## config.mk

```make
export PLATFORM = sky130hd
export DESIGN_NAME = triangle_marker_classifier_top_flat
export DESIGN_NICKNAME = d
export VERILOG_FILES = /design/src/tmc_pkg.sv /design/src/tmc_if.sv /design/src/triangle_marker_classifier_top.sv /design/src/tmc_geom.sv /design/src/tmc_decide.sv /design/src/flat_wrapper.sv
export SDC_FILE = /design/constraint.sdc
export NUM_CORES = 1
export LEC_CHECK = 0
export BUFFER_PORTS_ARGS = -buffer_cell sky130_fd_sc_hd__buf_2
export CORE_MARGIN = 4
export CORE_UTILIZATION = 65
export DETAILED_ROUTE_END_ITERATION = 12
export GPL_TIMING_DRIVEN = 0
export PLACE_DENSITY = 0.87
export SLEW_MARGIN = 30
export SYNTH_ARGS = -nofsm -noshare
export SYNTH_HDL_FRONTEND = slang
export SYNTH_SLANG_ARGS = --single-unit
```

## constraint.sdc

```tcl
create_clock -name clk -period 28.9 [get_ports clk]
set_input_delay 2.89 -clock clk [delete_from_list [all_inputs] [get_ports clk]]
set_output_delay 2.89 -clock clk [all_outputs]
set_load 0.02 [all_outputs]
```

## src/tmc_pkg.sv

```systemverilog
// Types and constants shared by the triangle marker classifier modules.
`timescale 1ns / 1ps

package tmc_pkg;

  localparam int AREA_W    = 22;
  localparam int DAREA_W   = 23;
  localparam int CFG_IDX_W = 2;
  localparam int REGION_W  = 16;

  localparam logic [AREA_W-1:0] AREA_MIN_RESET = '0;
  localparam logic [AREA_W-1:0] AREA_MAX_RESET = '1;

  // Image region bounds in pixels.
  localparam logic [REGION_W-1:0] POS_X_LO = REGION_W'(400);
  localparam logic [REGION_W-1:0] POS_X_HI = REGION_W'(600);
  localparam logic [REGION_W-1:0] NEG_X_LO = REGION_W'(0);
  localparam logic [REGION_W-1:0] NEG_X_HI = REGION_W'(200);
  localparam logic [REGION_W-1:0] Y_LO     = REGION_W'(300);

  localparam logic signed [1:0] PAN_POSITIVE = 2'sb01;

  typedef enum logic [CFG_IDX_W-1:0] {
    CFG_AREA_MIN   = 2'd0,
    CFG_AREA_MAX   = 2'd1,
    CFG_INVERT_DIR = 2'd2
  } tmc_cfg_idx_t;

  typedef struct packed {
    logic [AREA_W-1:0] area_min;
    logic [AREA_W-1:0] area_max;
    logic              invert_direction;
  } tmc_cfg_t;

  // Flags carried from the geometry stage to the decision stage.
  typedef struct packed {
    logic valid;
    logic in_region;
    logic on_left;
    logic down_raw;
  } tmc_geom_t;

endpackage

```

## src/tmc_if.sv

```systemverilog
// Channel interfaces of the triangle marker classifier.
`timescale 1ns / 1ps

interface tmc_item_if #(
  parameter int COORD_BITS = 11
);
  logic                  valid;
  logic                  ready;
  logic [COORD_BITS-1:0] vertex0_x;
  logic [COORD_BITS-1:0] vertex0_y;
  logic [COORD_BITS-1:0] vertex1_x;
  logic [COORD_BITS-1:0] vertex1_y;
  logic [COORD_BITS-1:0] vertex2_x;
  logic [COORD_BITS-1:0] vertex2_y;
  logic signed [1:0]     pan_sign;

  modport source (
    output valid, vertex0_x, vertex0_y, vertex1_x, vertex1_y, vertex2_x, vertex2_y,
           pan_sign,
    input  ready
  );
  modport sink (
    input  valid, vertex0_x, vertex0_y, vertex1_x, vertex1_y, vertex2_x, vertex2_y,
           pan_sign,
    output ready
  );
endinterface

interface tmc_result_if;
  logic                           valid;
  logic                           ready;
  logic                           accepted;
  logic                           on_left;
  logic                           points_down;
  logic                           stop_scan;
  logic [tmc_pkg::DAREA_W-1:0]    doubled_area;

  modport source (
    output valid, accepted, on_left, points_down, stop_scan, doubled_area,
    input  ready
  );
  modport sink (
    input  valid, accepted, on_left, points_down, stop_scan, doubled_area,
    output ready
  );
endinterface

interface tmc_cfg_if;
  logic                         valid;
  logic                         ready;
  tmc_pkg::tmc_cfg_idx_t        index;
  logic [tmc_pkg::AREA_W-1:0]   data;

  modport source (output valid, index, data, input ready);
  modport sink (input valid, index, data, output ready);
endinterface

```

## src/triangle_marker_classifier_top.sv

```systemverilog
// Top level of the triangle marker classifier.
//
// Channels: item (sink) carries one candidate triangle, three pixel vertices
// and the pan sign; result (source) returns one classification per triangle;
// cfg (sink) writes area_min (index 0), area_max (index 1) and
// invert_direction (index 2). Each transfer happens on a clock edge with
// valid and ready both high; cfg is always ready.
// The block is a three-register pipeline: input register, geometry register
// (determinant, region and direction), then the result register. Each item
// moves through these registers in order, and one item per cycle
// is sustained while the receiver keeps ready high, because each stage is a
// single register that moves on in the same cycle as the stage after it.
// When the receiver stalls, each stage still takes an item while the stage
// after it is empty, so up to three triangles are held before item.ready
// drops. Synchronous reset empties every stage, clears the acceptance count
// and restores the register defaults (area limits fully open, no inversion).
// Write configuration only while no triangle is in flight.
`timescale 1ns / 1ps

module triangle_marker_classifier_top #(
  parameter int COORD_BITS = 11
) (
  input  logic          clk,
  input  logic          rst,
  tmc_item_if.sink      item,
  tmc_result_if.source  result,
  tmc_cfg_if.sink       cfg
);

  logic                  s1_valid;
  logic [COORD_BITS-1:0] x0, y0, x1, y1, x2, y2;
  logic signed [1:0]     pan_sign;
  logic                  geom_take, dec_take;
  tmc_pkg::tmc_cfg_t     cfg_regs;
  tmc_pkg::tmc_geom_t    geom;
  logic signed [2*COORD_BITS+2:0] det;

  assign cfg.ready  = 1'b1;
  assign item.ready = !s1_valid || geom_take;

  always_ff @(posedge clk) begin
    if (rst) begin
      cfg_regs.area_min         <= tmc_pkg::AREA_MIN_RESET;
      cfg_regs.area_max         <= tmc_pkg::AREA_MAX_RESET;
      cfg_regs.invert_direction <= 1'b0;
    end else if (cfg.valid && cfg.ready) begin
      case (cfg.index)
        tmc_pkg::CFG_AREA_MIN:   cfg_regs.area_min <= cfg.data;
        tmc_pkg::CFG_AREA_MAX:   cfg_regs.area_max <= cfg.data;
        tmc_pkg::CFG_INVERT_DIR: cfg_regs.invert_direction <= cfg.data[0];
        default: ;
      endcase
    end
  end

  always_ff @(posedge clk) begin
    if (rst) begin
      s1_valid <= 1'b0;
    end else if (item.ready) begin
      s1_valid <= item.valid;
      if (item.valid) begin
        x0       <= item.vertex0_x;
        y0       <= item.vertex0_y;
        x1       <= item.vertex1_x;
        y1       <= item.vertex1_y;
        x2       <= item.vertex2_x;
        y2       <= item.vertex2_y;
        pan_sign <= item.pan_sign;
      end
    end
  end

  tmc_geom #(
    .COORD_BITS (COORD_BITS)
  ) u_geom (
    .clk       (clk),
    .rst       (rst),
    .in_valid  (s1_valid),
    .take      (geom_take),
    .x0        (x0),
    .y0        (y0),
    .x1        (x1),
    .y1        (y1),
    .x2        (x2),
    .y2        (y2),
    .pan_sign  (pan_sign),
    .down_take (dec_take),
    .geom      (geom),
    .det       (det)
  );

  tmc_decide #(
    .COORD_BITS (COORD_BITS)
  ) u_decide (
    .clk      (clk),
    .rst      (rst),
    .cfg_regs (cfg_regs),
    .geom     (geom),
    .det      (det),
    .take     (dec_take),
    .result   (result)
  );

endmodule

```

## src/tmc_geom.sv

```systemverilog
// Geometry stage: shoelace determinant, region test and arrow direction.
`timescale 1ns / 1ps

module tmc_geom #(
  parameter int COORD_BITS = 11
) (
  input  logic                                clk,
  input  logic                                rst,
  input  logic                                in_valid,
  output logic                                take,
  input  logic [COORD_BITS-1:0]               x0,
  input  logic [COORD_BITS-1:0]               y0,
  input  logic [COORD_BITS-1:0]               x1,
  input  logic [COORD_BITS-1:0]               y1,
  input  logic [COORD_BITS-1:0]               x2,
  input  logic [COORD_BITS-1:0]               y2,
  input  logic signed [1:0]                   pan_sign,
  input  logic                                down_take,
  output tmc_pkg::tmc_geom_t                  geom,
  output logic signed [2*COORD_BITS+2:0]      det
);

  localparam int PW   = 2 * COORD_BITS + 2;
  localparam int DETW = PW + 1;
  localparam int RW   = tmc_pkg::REGION_W;

  logic signed [COORD_BITS:0] dy12, dy20, dy01;
  logic signed [PW-1:0]       p0, p1, p2;
  logic signed [DETW-1:0]     det_next;
  logic                       pos, neg;
  logic [RW-1:0]              ex0, ex1, ex2, ey0, ey1, ey2;
  logic                       x_ok0, x_ok1, x_ok2, y_ok, region_next;
  logic [COORD_BITS-1:0]      ymin01, ymax01, ymin, ymax;
  logic [COORD_BITS:0]        ysum;
  logic                       n0, n1, n2, exactly_one;
  tmc_pkg::tmc_geom_t         geom_next;

  assign take = !geom.valid || down_take;

  // Shoelace determinant; each product is one narrow signed multiply.
  assign dy12 = $signed({1'b0, y1}) - $signed({1'b0, y2});
  assign dy20 = $signed({1'b0, y2}) - $signed({1'b0, y0});
  assign dy01 = $signed({1'b0, y0}) - $signed({1'b0, y1});
  assign p0   = $signed({1'b0, x0}) * dy12;
  assign p1   = $signed({1'b0, x1}) * dy20;
  assign p2   = $signed({1'b0, x2}) * dy01;
  assign det_next = DETW'(p0) + DETW'(p1) + DETW'(p2);

  // A pan pattern with the sign bit set counts as negative.
  assign pos = (pan_sign == tmc_pkg::PAN_POSITIVE);
  assign neg = pan_sign[1];

  assign ex0 = RW'(x0);
  assign ex1 = RW'(x1);
  assign ex2 = RW'(x2);
  assign ey0 = RW'(y0);
  assign ey1 = RW'(y1);
  assign ey2 = RW'(y2);

  always_comb begin
    x_ok0 = 1'b1;
    x_ok1 = 1'b1;
    x_ok2 = 1'b1;
    if (pos) begin
      x_ok0 = (ex0 > tmc_pkg::POS_X_LO) && (ex0 < tmc_pkg::POS_X_HI);
      x_ok1 = (ex1 > tmc_pkg::POS_X_LO) && (ex1 < tmc_pkg::POS_X_HI);
      x_ok2 = (ex2 > tmc_pkg::POS_X_LO) && (ex2 < tmc_pkg::POS_X_HI);
    end else if (neg) begin
      x_ok0 = (ex0 > tmc_pkg::NEG_X_LO) && (ex0 < tmc_pkg::NEG_X_HI);
      x_ok1 = (ex1 > tmc_pkg::NEG_X_LO) && (ex1 < tmc_pkg::NEG_X_HI);
      x_ok2 = (ex2 > tmc_pkg::NEG_X_LO) && (ex2 < tmc_pkg::NEG_X_HI);
    end
  end

  assign y_ok = (ey0 >= tmc_pkg::Y_LO) && (ey1 >= tmc_pkg::Y_LO) && (ey2 >= tmc_pkg::Y_LO);
  assign region_next = x_ok0 && x_ok1 && x_ok2 && y_ok;

  assign ymin01 = (y1 < y0) ? y1 : y0;
  assign ymax01 = (y1 > y0) ? y1 : y0;
  assign ymin   = (y2 < ymin01) ? y2 : ymin01;
  assign ymax   = (y2 > ymax01) ? y2 : ymax01;
  assign ysum   = (COORD_BITS + 1)'(ymin) + (COORD_BITS + 1)'(ymax);

  // A vertex is near the top when ymax - y >= y - ymin, i.e. 2y <= ymin + ymax.
  assign n0 = ({y0, 1'b0} <= ysum);
  assign n1 = ({y1, 1'b0} <= ysum);
  assign n2 = ({y2, 1'b0} <= ysum);
  assign exactly_one = (n0 & ~n1 & ~n2) | (~n0 & n1 & ~n2) | (~n0 & ~n1 & n2);

  always_comb begin
    geom_next           = geom;
    geom_next.valid     = in_valid;
    if (in_valid) begin
      geom_next.in_region = region_next;
      geom_next.on_left   = pos;
      geom_next.down_raw  = !exactly_one;
    end
  end

  always_ff @(posedge clk) begin
    if (rst) begin
      geom <= '0;
    end else if (take) begin
      geom <= geom_next;
      if (in_valid) begin
        det <= det_next;
      end
    end
  end

endmodule

```

## src/tmc_decide.sv

```systemverilog
// Decision stage: area limits, acceptance count and the result register.
`timescale 1ns / 1ps

module tmc_decide #(
  parameter int COORD_BITS = 11
) (
  input  logic                            clk,
  input  logic                            rst,
  input  tmc_pkg::tmc_cfg_t               cfg_regs,
  input  tmc_pkg::tmc_geom_t              geom,
  input  logic signed [2*COORD_BITS+2:0]  det,
  output logic                            take,
  tmc_result_if.source                    result
);

  localparam int DETW = 2 * COORD_BITS + 3;
  localparam int DW   = (DETW > tmc_pkg::DAREA_W) ? DETW : tmc_pkg::DAREA_W;

  logic [DETW-1:0] mag;
  logic [DW-1:0]   d2, lim_lo, lim_hi;
  logic            area_ok, acc_now;
  logic [1:0]      accept_count;

  assign take = !result.valid || result.ready;

  assign mag    = det[DETW-1] ? DETW'(-det) : DETW'(det);
  assign d2     = DW'(mag);
  assign lim_lo = DW'({cfg_regs.area_min, 1'b0});
  assign lim_hi = DW'({cfg_regs.area_max, 1'b0});
  assign area_ok = (lim_lo <= d2) && (d2 <= lim_hi);
  assign acc_now = area_ok && geom.in_region;

  always_ff @(posedge clk) begin
    if (rst) begin
      result.valid <= 1'b0;
      accept_count <= 2'd0;
    end else if (take) begin
      result.valid <= geom.valid;
      if (geom.valid) begin
        result.accepted     <= acc_now;
        result.on_left      <= geom.on_left;
        result.points_down  <= geom.down_raw ^ cfg_regs.invert_direction;
        result.stop_scan    <= acc_now && (accept_count != 2'd0);
        result.doubled_area <= d2[tmc_pkg::DAREA_W-1:0];
        if (acc_now && accept_count != 2'd3) begin
          accept_count <= accept_count + 2'd1;
        end
      end
    end
  end

  a_stop_needs_accept: assert property (@(posedge clk) disable iff (rst)
    result.valid && result.stop_scan |-> result.accepted)
    else $error("stop_scan raised on a rejected triangle");

  a_count_monotonic: assert property (@(posedge clk) disable iff (rst)
    $past(!rst) |-> accept_count >= $past(accept_count))
    else $error("acceptance count went down");

  a_accept_reaches_output: assert property (@(posedge clk) disable iff (rst)
    take && geom.valid && acc_now |=> result.valid && result.accepted)
    else $error("accepted triangle lost on its way to the result register");

  a_second_accept_stops: assert property (@(posedge clk) disable iff (rst)
    take && geom.valid && acc_now && accept_count != 2'd0 |=> result.stop_scan)
    else $error("second acceptance did not raise stop_scan");

endmodule

```

## src/flat_wrapper.sv

```systemverilog
// flat-port wrapper written by rule: the top's interface ports become plain ports
module triangle_marker_classifier_top_flat 
#(
  parameter int COORD_BITS = 11
)
  (clk, rst, item_valid, item_vertex0_x, item_vertex0_y, item_vertex1_x, item_vertex1_y, item_vertex2_x, item_vertex2_y, item_pan_sign, item_ready, result_valid, result_accepted, result_on_left, result_points_down, result_stop_scan, result_doubled_area, result_ready, cfg_valid, cfg_index, cfg_data, cfg_ready);
  tmc_item_if #(.COORD_BITS(COORD_BITS)) item_i ();
  tmc_result_if result_i ();
  tmc_cfg_if cfg_i ();
  input  logic clk;
  input  logic rst;
  input wire logic [$bits(item_i.valid)-1:0] item_valid;
  input wire logic [$bits(item_i.vertex0_x)-1:0] item_vertex0_x;
  input wire logic [$bits(item_i.vertex0_y)-1:0] item_vertex0_y;
  input wire logic [$bits(item_i.vertex1_x)-1:0] item_vertex1_x;
  input wire logic [$bits(item_i.vertex1_y)-1:0] item_vertex1_y;
  input wire logic [$bits(item_i.vertex2_x)-1:0] item_vertex2_x;
  input wire logic [$bits(item_i.vertex2_y)-1:0] item_vertex2_y;
  input wire logic [$bits(item_i.pan_sign)-1:0] item_pan_sign;
  output wire logic [$bits(item_i.ready)-1:0] item_ready;
  output wire logic [$bits(result_i.valid)-1:0] result_valid;
  output wire logic [$bits(result_i.accepted)-1:0] result_accepted;
  output wire logic [$bits(result_i.on_left)-1:0] result_on_left;
  output wire logic [$bits(result_i.points_down)-1:0] result_points_down;
  output wire logic [$bits(result_i.stop_scan)-1:0] result_stop_scan;
  output wire logic [$bits(result_i.doubled_area)-1:0] result_doubled_area;
  input wire logic [$bits(result_i.ready)-1:0] result_ready;
  input wire logic [$bits(cfg_i.valid)-1:0] cfg_valid;
  input wire logic [$bits(cfg_i.index)-1:0] cfg_index;
  input wire logic [$bits(cfg_i.data)-1:0] cfg_data;
  output wire logic [$bits(cfg_i.ready)-1:0] cfg_ready;
  assign item_i.valid = item_valid;
  assign item_i.vertex0_x = item_vertex0_x;
  assign item_i.vertex0_y = item_vertex0_y;
  assign item_i.vertex1_x = item_vertex1_x;
  assign item_i.vertex1_y = item_vertex1_y;
  assign item_i.vertex2_x = item_vertex2_x;
  assign item_i.vertex2_y = item_vertex2_y;
  assign item_i.pan_sign = item_pan_sign;
  assign item_ready = item_i.ready;
  assign result_valid = result_i.valid;
  assign result_accepted = result_i.accepted;
  assign result_on_left = result_i.on_left;
  assign result_points_down = result_i.points_down;
  assign result_stop_scan = result_i.stop_scan;
  assign result_doubled_area = result_i.doubled_area;
  assign result_i.ready = result_ready;
  assign cfg_i.valid = cfg_valid;
  assign cfg_i.index = cfg_index;
  assign cfg_i.data = cfg_data;
  assign cfg_ready = cfg_i.ready;
  triangle_marker_classifier_top #(.COORD_BITS(COORD_BITS)) u_core (.clk(clk), .rst(rst), .item(item_i), .result(result_i), .cfg(cfg_i));
endmodule
```

# After elaboration in Yosys (flattened, before gate mapping)

Index checks and enable logic that the tools add are counted.
W data, S select, Z words.

$add $sub $neg: 8
Multiply operators: 3
Div/mod/pow operators: 0
$lt $le $gt $ge: 24
Equal/unequal tests: 4
Shifts and indexed selects: 0
Multiplexer cells: 11
Bitwise operators: 13
Reductions and logical operators: 32

Operator list:

| kind                   | count |
|---|---|
| $mul A12 B12 Y24       | 3 |
| $mux W11               | 4 |
| $le A12 B12 Y1         | 3 |
| $sub A11 B11 Y12       | 3 |
| $ge A11 B9 Y1 const B  | 3 |
| $gt A11 B1 Y1 const B  | 3 |
| $gt A11 B9 Y1 const B  | 3 |
| $lt A11 B10 Y1 const B | 3 |
| $lt A11 B8 Y1 const B  | 3 |
| $add A24 B24 Y25       | 1 |
| $add A25 B24 Y25       | 1 |
| $le A23 B25 Y1         | 1 |
| $le A25 B23 Y1         | 1 |
| $mux W25               | 1 |
| $neg A25 Y25           | 1 |
| $gt A11 B11 Y1         | 2 |
| $lt A11 B11 Y1         | 2 |
| $logic_and A1 B1 Y1    | 15 |
| $add A11 B11 Y12       | 1 |
| $reduce_and A3 Y1      | 4 |
| $reduce_and A2 Y1      | 4 |
| $and A1 B1 Y1          | 6 |
| $mux W1                | 6 |
| $eq A2 B2 Y1 const B   | 2 |
| other kinds (10)       | 19 |

Flip-flop bits (word level): 173
Latch bits: 0
Memory bits (writable): 0
Bits in read-only memories: 0
Bits of input ports: 97
Word-level logic and storage cells: 118
Memories kept: 0

# Longest topological paths before layout

Gate-level depths: netlist of run 1.

Depth in word-level cells: 12
Depth in mapped cells: 42
Gate-level depth less buffers: 40

# Hierarchy

From an unflattened synthesis of run 1, not the netlist that was laid out.

Cells, all modules: 2813
Area, all modules: 26490.4 um^2

Modules (own cells, without submodules):

| module                         | times used | cells an instance | area an instance (um^2) |
|---|---|---|---|
| tmc_geom                       | 1          | 2203              | 19373.6 |
| triangle_marker_classifier_top | 1          | 272               | 4041.4 |
| tmc_decide                     | 1          | 338               | 3075.4 |

# Worst setup path after synthesis of run 1

No wires, ideal clock.

Path kind: register to register
Start point: register u_core.y1[0]
End point: register u_core.u_geom.det[23], data pin
Library setup time: 0.195 ns
Data arrival time: 8.859 ns
Data required time: 28.705 ns
Setup slack: 19.846 ns
Cell stages (with the launch flop): 38
Buffers on the path: 1
Period minus slack after synthesis: 9.054 ns
Cell sequence: edfxtp_1 > inv_1 > ha_1 > inv_1 > fa_1 > a21o_1 > a21oi_1 > o21bai_1 > a21oi_1 > o21ai_0 > a21o_1 > a21oi_1 > xnor2_1 > clkbuf_1 > nand2_1 > fa_1 > inv_1 > fa_1 > [... 2 more ...] > inv_1 > fa_1 > fa_1 > fa_1 > inv_1 > fa_1 > inv_1 > fa_1 > ha_1 > a21o_1 > a21oi_1 > o32ai_1 > nor3_1 > nor2_1 > o41a_1 > o21a_1 > o21a_1 > o311ai_0

Word-level cells in the longest chain between the ends: 4
Elaborated cells on any way between the ends: 6
Those cells by class: 4 x add/sub; 2 x mul

Ends and longest elaborated chain:

| what                           | line                                 | text |
|---|---|---|
| start: declaration             | triangle_marker_classifier_top.sv:31 | `logic [COORD_BITS-1:0] x0, y0, x1, y1, x2, y2;` |
| start signal: assignment       | triangle_marker_classifier_top.sv:65 | `y1 <= item.vertex1_y;` |
| $sub A11 B11 Y12               | tmc_geom.sv:41                       | `assign dy12 = $signed({1'b0, y1}) - $signed({1'b0, y2});` |
| $mul A12 B12 Y24               | tmc_geom.sv:44                       | `assign p0 = $signed({1'b0, x0}) * dy12;` |
| $add A24 B24 Y25               | tmc_geom.sv:47                       | `assign det_next = DETW'(p0) + DETW'(p1) + DETW'(p2);` |
| $add A25 B24 Y25 *             | tmc_geom.sv:47                       |  |
| via u_core.u_geom.det_next[23] | tmc_geom.sv:29                       | `logic signed [DETW-1:0] det_next;` |
| end signal: assignment         | tmc_geom.sv:106                      | `det <= det_next;` |
| end: declaration               | tmc_geom.sv:20                       | `output logic signed [2*COORD_BITS+2:0] det` |

Mark *: on every way through the listed nets, which the timed path passes. The rest lies on a longest branch.
A chain may end at the register's enable or synchronous reset.

# Final worst setup path of run 1

Start point: register u_core.y2[1]
End point: register u_core.u_geom.det[23], data pin

Word-level cells in the longest chain between the ends: 4
Elaborated cells on any way between the ends: 6
Those cells by class: 4 x add/sub; 2 x mul

Ends and longest elaborated chain:

| what                                       | line                                 | text |
|---|---|---|
| start: declaration                         | triangle_marker_classifier_top.sv:31 |  |
| start signal: assignment                   | triangle_marker_classifier_top.sv:67 | `y2 <= item.vertex2_y;` |
| $sub A11 B11 Y12, on equally long branches | tmc_geom.sv:41, tmc_geom.sv:42       |  |
| $mul A12 B12 Y24, on equally long branches | tmc_geom.sv:44, tmc_geom.sv:45       |  |
| $add A24 B24 Y25 *                         | tmc_geom.sv:47                       |  |
| $add A25 B24 Y25 *                         | tmc_geom.sv:47                       |  |
| via u_core.u_geom.det_next[23]             | tmc_geom.sv:29                       |  |

Marked as above.

==> metrics, run 1 <==
status finished clean; RSZ-0062 raised after global routing false; CTS sink cnt roughly 170; hold buffer count at cts 0; r2r setup slk 17570 ps; asr flop ratio synth 0; FF-to-FF path depth 35; GPL Wtd Cong around 1; WL/cell between 15 and 20 um; crit path kind reg2reg; Mapped Nets between 3000 and 4000; Max Buffers Root-to-Sink 2; crit-path max FO 11; final net count 3579; uppermost layer routed met5; Worst Hold End u_core.u_decide.result.on_left; 1st-pass router iterations 6; First DRT Iteration DRCs about 1500; Worst R2R Start u_core.y2[1]; DP Cell Count roughly 3300; non-filler instance count after layout 3322; hpwl dp between 50000 and 60000 um; Relative slew margins 0.255; FMAX slightly below 0.09 GHz; CP endpoint kind flop; Seq/Total Area, Yosys 0.187; crit-path max cell delay approximately 870 ps; Hold Path Depth 0; CTS tree done; area delta synth->final 7.98%; Worst Path Arrival roughly 11000 ps; met2 wire length just over 30000 um; via count roughly 19000; Startpoint Class flop; deepest level of the CTS H-tree 4; Ports around 130; Yosys cell types 63; Hold Vio Cnt, Final 0; Worst-Skew Late Latency around 470 ps; Die X 204 um; Detailed Route WL 66200 um; post-cts gate resize count 0; cell mode on critical path fa_1; period utilization 0.392; synth warn 0; clk_skew around 17 ps; All-Layer GR Usage 0.329; met1 wire length roughly 25000 um; Worst-path clk slew 80 ps; Worst R2R End u_core.u_geom.det[23]; Mapped Area ~25000 um2; post-route minimum period 11330 ps; die height around 200 um; Cells after Synth 2651; Slew @ Worst Pin roughly 1100 ps; Setup Fix Bufs, Post-CTS 0; number of global-route vias before repair roughly 20000; Remaining DRCs 0; ANT cells 0; TritonCTS Buffers 17; Seq cells post-synth ~170; global-route wire length before repair approximately 110000 um; post-route antenna net violation count 0; Hold Path Origin u_core.u_geom.geom[1]; Final Slew Violations 0; hold crit path type reg2reg; largest net degree at the start of global routing 53; final setup fails 0; # Max-Cap Violations 0; Core Area roughly 38000 um2; Die ar. 41600 um2; Critical Path RT around 29000 ps; slowest stage cell, crit path o311ai_1; initial core utilization 0.661; layout cells sized above 1 0.0662; average size of a mapped cell about 9.4 um2; Vias/cell 5.72; top_reg_cell synth edfxtp_1; Overflow after GRT 0; met3 WL slightly below 6000 um; IO Port Bufs 125; FP Rows a little over 70; Post-synth EDFFs between 100 and 150; Clk Tree Root Cell clkbuf_16; initial antenna violation count 2; setup TNS 0 ps
-- cells in the final DEF, fill, tap and decap left out, types with 18 or more instances in the layout --
master / synthesis / final
a211o_1: 23 / 23
a21o_1: 38 / 38
a21oi_1: 110 / 110
and2_1: 122 / 122
buf_2: 0 / 125
clkbuf_1: 90 / 90
dfxtp_1: 53 / 53
edfxtp_1: 120 / 120
fa_1: 359 / 359
ha_1: 325 / 325
inv_1: 580 / 580
mux2i_1: 35 / 35
nand2_1: 266 / 266
nand2b_1: 48 / 48
nand4_1: 19 / 19
nor2_1: 108 / 106
nor2b_1: 48 / 48
o21a_1: 18 / 18
o21ai_0: 41 / 41
xnor2_1: 51 / 51
xor2_1: 25 / 25
-- final cells by class --
type / count / area (um2)
Inverter: 580 / 2180
Clock inverter: 15 / 199
Buffer: 92 / 349
Fill cell: 2806 / 10800
Tap cell: 511 / 639
Sequential cell: 173 / 4660
Multi-Input combinational cell: 1806 / 17800
Clock buffer: 17 / 425
Timing Repair Buffer: 128 / 708
-- registers in the layout, summed over array words and instances, names as in the netlist, 2 cells and up --
| register | flops |
|---|---|
| u_core.u_geom.det | 25 |
| u_core.y0 | 11 |
| u_core.cfg_regs | 45 |
| u_core.y2 | 11 |
| u_core.y1 | 11 |
| u_core.pan_sign | 2 |
| u_core.x0 | 11 |
| u_core.u_decide.result.doubled_area | 23 |
| u_core.u_decide.accept_count | 2 |
| u_core.x2 | 11 |
| u_core.u_geom.geom | 4 |
| u_core.x1 | 11 |
-- cells in the mapped netlist (3+ instances only) --
library cell  instances  area share
inv_1               580       0.087
fa_1                359        0.29
ha_1                325        0.16
nand2_1             266       0.040
and2_1              122       0.031
edfxtp_1            120        0.14
a21oi_1             110       0.022
nor2_1              108       0.016
clkbuf_1             90       0.014
dfxtp_1              53       0.042
xnor2_1              51       0.018
nand2b_1             48       0.012
nor2b_1              48       0.012
o21ai_0              41      0.0082
a21o_1               38       0.011
mux2i_1              35       0.014
xor2_1               25      0.0088
a211o_1              23      0.0081
nand4_1              19      0.0048
o21a_1               18      0.0054
nor3_1               17      0.0034
o211ai_1             13      0.0039
or2_2                13      0.0033
a211oi_1             11      0.0033
nand3_1              11      0.0022
or3_1                11      0.0028
o21bai_1             10      0.0030
o31ai_1              10      0.0030
nor4_1                9      0.0023
a2111oi_0             5      0.0018
o31a_1                5      0.0018
a21boi_0              4      0.0012
o311ai_0              4      0.0014
or4_1                 4      0.0012
a221oi_1              3      0.0011
a31oi_1               3     0.00075
and4_1                3      0.0011
o2111ai_1             3      0.0011
o22ai_1               3     0.00075
o41ai_1               3      0.0011
or4_4                 3      0.0014
-- metal layers --
layer / vias to the layer above / track usage
met2: 767 / 0.534
met3: 199 / 0.0933
met5: - / 0
li1: 8680 / -
met1: 9355 / 0.407
met4: 4 / 0.160
-- cells by family (layout without fill, tap and decap cells) --
family,Yosys count,in the layout,synth area share
and+or+nand+nor,691,691,0.136
adders and majority gates,684,684,0.451
DFF,173,173,0.187
AOI/OAI and AO/OA,317,317,0.0834
other,1,1,0.000150
muxes,37,37,0.0149
buffers and inverters,672,832,0.101
xor gates and xnor gates,76,76,0.0267
-- worst max-delay path: cells and delay by family (launching register included) --
kind	cells	cell delay (ps)
buf+inv	7	1020
compound gates	13	3880
simple gates	5	790
flops	1	530
fa+ha+maj	10	4750
-- per-stage QoR --
step / setup WS (ps) / area (um2) / util / hold slack (ps)
after floorplan: 19850 / 25000 / - / 409
after global placement: 17760 / 26200 / 0.695 / 419
after detailed placement: 17920 / 26300 / 0.698 / 424
after CTS: 17870 / 27000 / 0.714 / 444
after global routing: 17090 / 27000 / 0.714 / 457
final: 17570 / 27000 / 0.714 / 441
-- worst max path at each step --
stage                             from  cells past startpoint               endpoint  slack [ps]
final                     u_core.y2[1]                     35  u_core.u_geom.det[23]       17570
after floorplan           u_core.y1[0]                     37  u_core.u_geom.det[23]       19850
after global routing      u_core.y2[1]                     35  u_core.u_geom.det[23]       17090
after CTS                 u_core.y2[1]                     35  u_core.u_geom.det[23]       17870
after global placement    u_core.y2[1]                     35  u_core.u_geom.det[23]       17760
after detailed placement  u_core.y2[1]                     35  u_core.u_geom.det[23]       17920
Power of run 1 is left out: the tool's default activity adds up to more than one toggle a clock period on the data nets, which glitch-free logic cannot reach.
==> run 2, diff against run 1 <==
==> constraint.sdc (replaced) <==
create_clock -name clk -period 10.97 [get_ports clk]
set_input_delay 1.097 -clock clk [delete_from_list [all_inputs] [get_ports clk]]
set_output_delay 1.097 -clock clk [all_outputs]
set_load 0.02 [all_outputs]
==> metrics, run 2 (synthesis gave the netlist of run 1 again) <==
status finished clean; Hold Path Depth 0 (unchanged); Startpoint Class flop; hold crit path type reg2reg; Max Buffers Root-to-Sink 2 (unchanged); Core Area 37800 um2 (unchanged); FF+latch area 4660 um2 (unchanged); cell mode on critical path fa_1; Worst R2R End u_core.u_geom.det[23]; Remaining DRCs 0 (unchanged); hold buffer count at cts 0 (unchanged); TritonCTS Buffers 17 (unchanged); FP Rows 71 (unchanged); First DRT Iteration DRCs 1416 (-6.2%); hpwl dp 56500 um (unchanged); commonest cells after routing, fill and taps aside inv_1 (580), fa_1 (359), ha_1 (325); Hold Path Origin u_core.u_geom.geom[1]; crit path buf inv count 6 (-1); Top Family by Delay on Critical Path adder cells; deepest level of the CTS H-tree 4 (unchanged); All-Layer GR Usage 0.329 (about the same); Overflow after GRT 0 (unchanged); number of fill cells 2799 (-0.25%); most common cell after layout, fill and taps aside inv_1; Multi-input gate area 17900 um2 (+0.29%); Critical Path RT 11200 ps (-17810 ps); 1st-pass router iterations 7 (+1); final net count 3579 (unchanged); Worst Hold End u_core.u_decide.result.on_left; GPL Wtd Cong 0.982 (unchanged); WL/cell 20.0 um (+0.23%); crit path kind reg2reg; final setup fails 0 (unchanged); layout cells sized above 1 0.0701 (+0.00391); period utilization 0.967 (+0.575); Ports 127 (unchanged); die height 204 um (unchanged); r2r setup slk 360 ps (-17210 ps); FMAX 0.0943 GHz (+6.8%); Hold Worst Slack 441 ps (-0.0330 ps); post-route minimum period 10610 ps (-718 ps); slowest stage cell, crit path a2111oi_1; Vias/cell 5.74 (+0.28%); IO Port Bufs 125 (unchanged); Worst Path Arrival 10840 ps (-600 ps); global-route wire length before repair 106000 um (about the same); Hold Vio Cnt, Final 0 (unchanged); Clk Tree Root Cell clkbuf_16; CTS tree done; Relative slew margins 0.251 (-0.00341); Worst-path clk slew 80 ps (about the same); FF-to-FF path depth 32 (-8.6%); largest net degree at the start of global routing 53 (unchanged); initial antenna violation count 2 (unchanged); Detailed Route WL 66300 um (+0.26%); initial core utilization 0.661 (unchanged); Worst R2R Start u_core.y1[0]; Worst-Skew Late Latency 470 ps (about the same); RSZ-0062 raised after global routing false; crit-path max cell delay 720 ps (-150 ps); Most flops, register u_core.cfg_regs; post-route antenna net violation count 0 (unchanged); clk_skew 19.1 ps (+1.90 ps); crit-path max FO 10 (-1); Die ar. 41600 um2 (unchanged); area delta synth->final 8.22%; Final Slew Violations 0 (unchanged); CTS sink cnt 173 (unchanged); CP endpoint kind flop; Slew @ Worst Pin 1110 ps (+5.05 ps); number of global-route vias before repair 20300 (+0.025%); max reg flops 45 (unchanged); # Max-Cap Violations 0 (unchanged); Setup Fix Bufs, Post-CTS 0 (unchanged); via count 19100 (+0.31%); largest registers u_core.cfg_regs (45), u_core.u_geom.det (25), u_core.u_decide.result.doubled_area (23); Die X 204 um (unchanged)
==> run 2: routing by layer <==
metal | GRT usage | wire, um | vias up
met5 | 0 | 27 | -
met3 | 0.0881 | 5810 | 194
met1 | 0.409 | 25400 | 9375
met2 | 0.535 | 31100 | 808
met4 | 0.160 | 3920 | 4
li1 | - | - | 8683
==> run 2: layout make-up <==
class | count | area share
Tap cell | 511 | 0.0237
Multi-Input combinational cell | 1806 | 0.661
Inverter | 580 | 0.0806
Antenna cell | 1 | 0.0000926
Clock buffer | 17 | 0.0157
Buffer | 92 | 0.0131
Timing Repair Buffer | 128 | 0.0262
Clock inverter | 15 | 0.00736
Sequential cell | 173 | 0.173
==> run 2: metrics by stage <==
| stage | utilization | setup WS, ps | area, um2 | TNS [ps] | std cells |
|---|---|---|---|---|---|
| 3_3_place_gp | 0.695 | -170 | 26200 | -170 | 3287 |
| 2_1_floorplan | - | 1920 | 25000 | 0 | 2651 |
| 5_1_grt | 0.716 | 57.7 | 27000 | 0 | 3322 |
| 4_1_cts | 0.714 | 91.0 | 27000 | 0 | 3322 |
| 6_report | 0.716 | 360 | 27000 | 0 | 3323 |
| 3_5_place_dp | 0.698 | -10.6 | 26300 | -10.6 | 3290 |
==> run 2: what timing repair did <==
action                                  in CTS  in global routing
gates cloned                                 0                  0
endpoints found under the setup margin       1                  5
pin swaps                                    0                  0
gates resized for setup                      1                 18
==> run 2: how the worst max path moves through the flow <==
| stage | start | endpoint | slack [ps] | cells after the start |
|---|---|---|---|---|
| final | u_core.y1[0] | u_core.u_geom.det[23] | 360 | 32 |
| after global routing | u_core.y2[1] | u_core.u_geom.det[23] | 60 | 35 |
| after CTS | u_core.y2[1] | u_core.u_geom.det[24] | 90 | 36 |
| after detailed placement | u_core.y2[1] | u_core.u_geom.det[23] | -10 | 35 |
| after global placement | u_core.y2[1] | u_core.u_geom.det[23] | -170 | 35 |
| after floorplan | u_core.y1[0] | u_core.u_geom.det[23] | 1920 | 37 |
Power of run 2 is left out for the same reason.
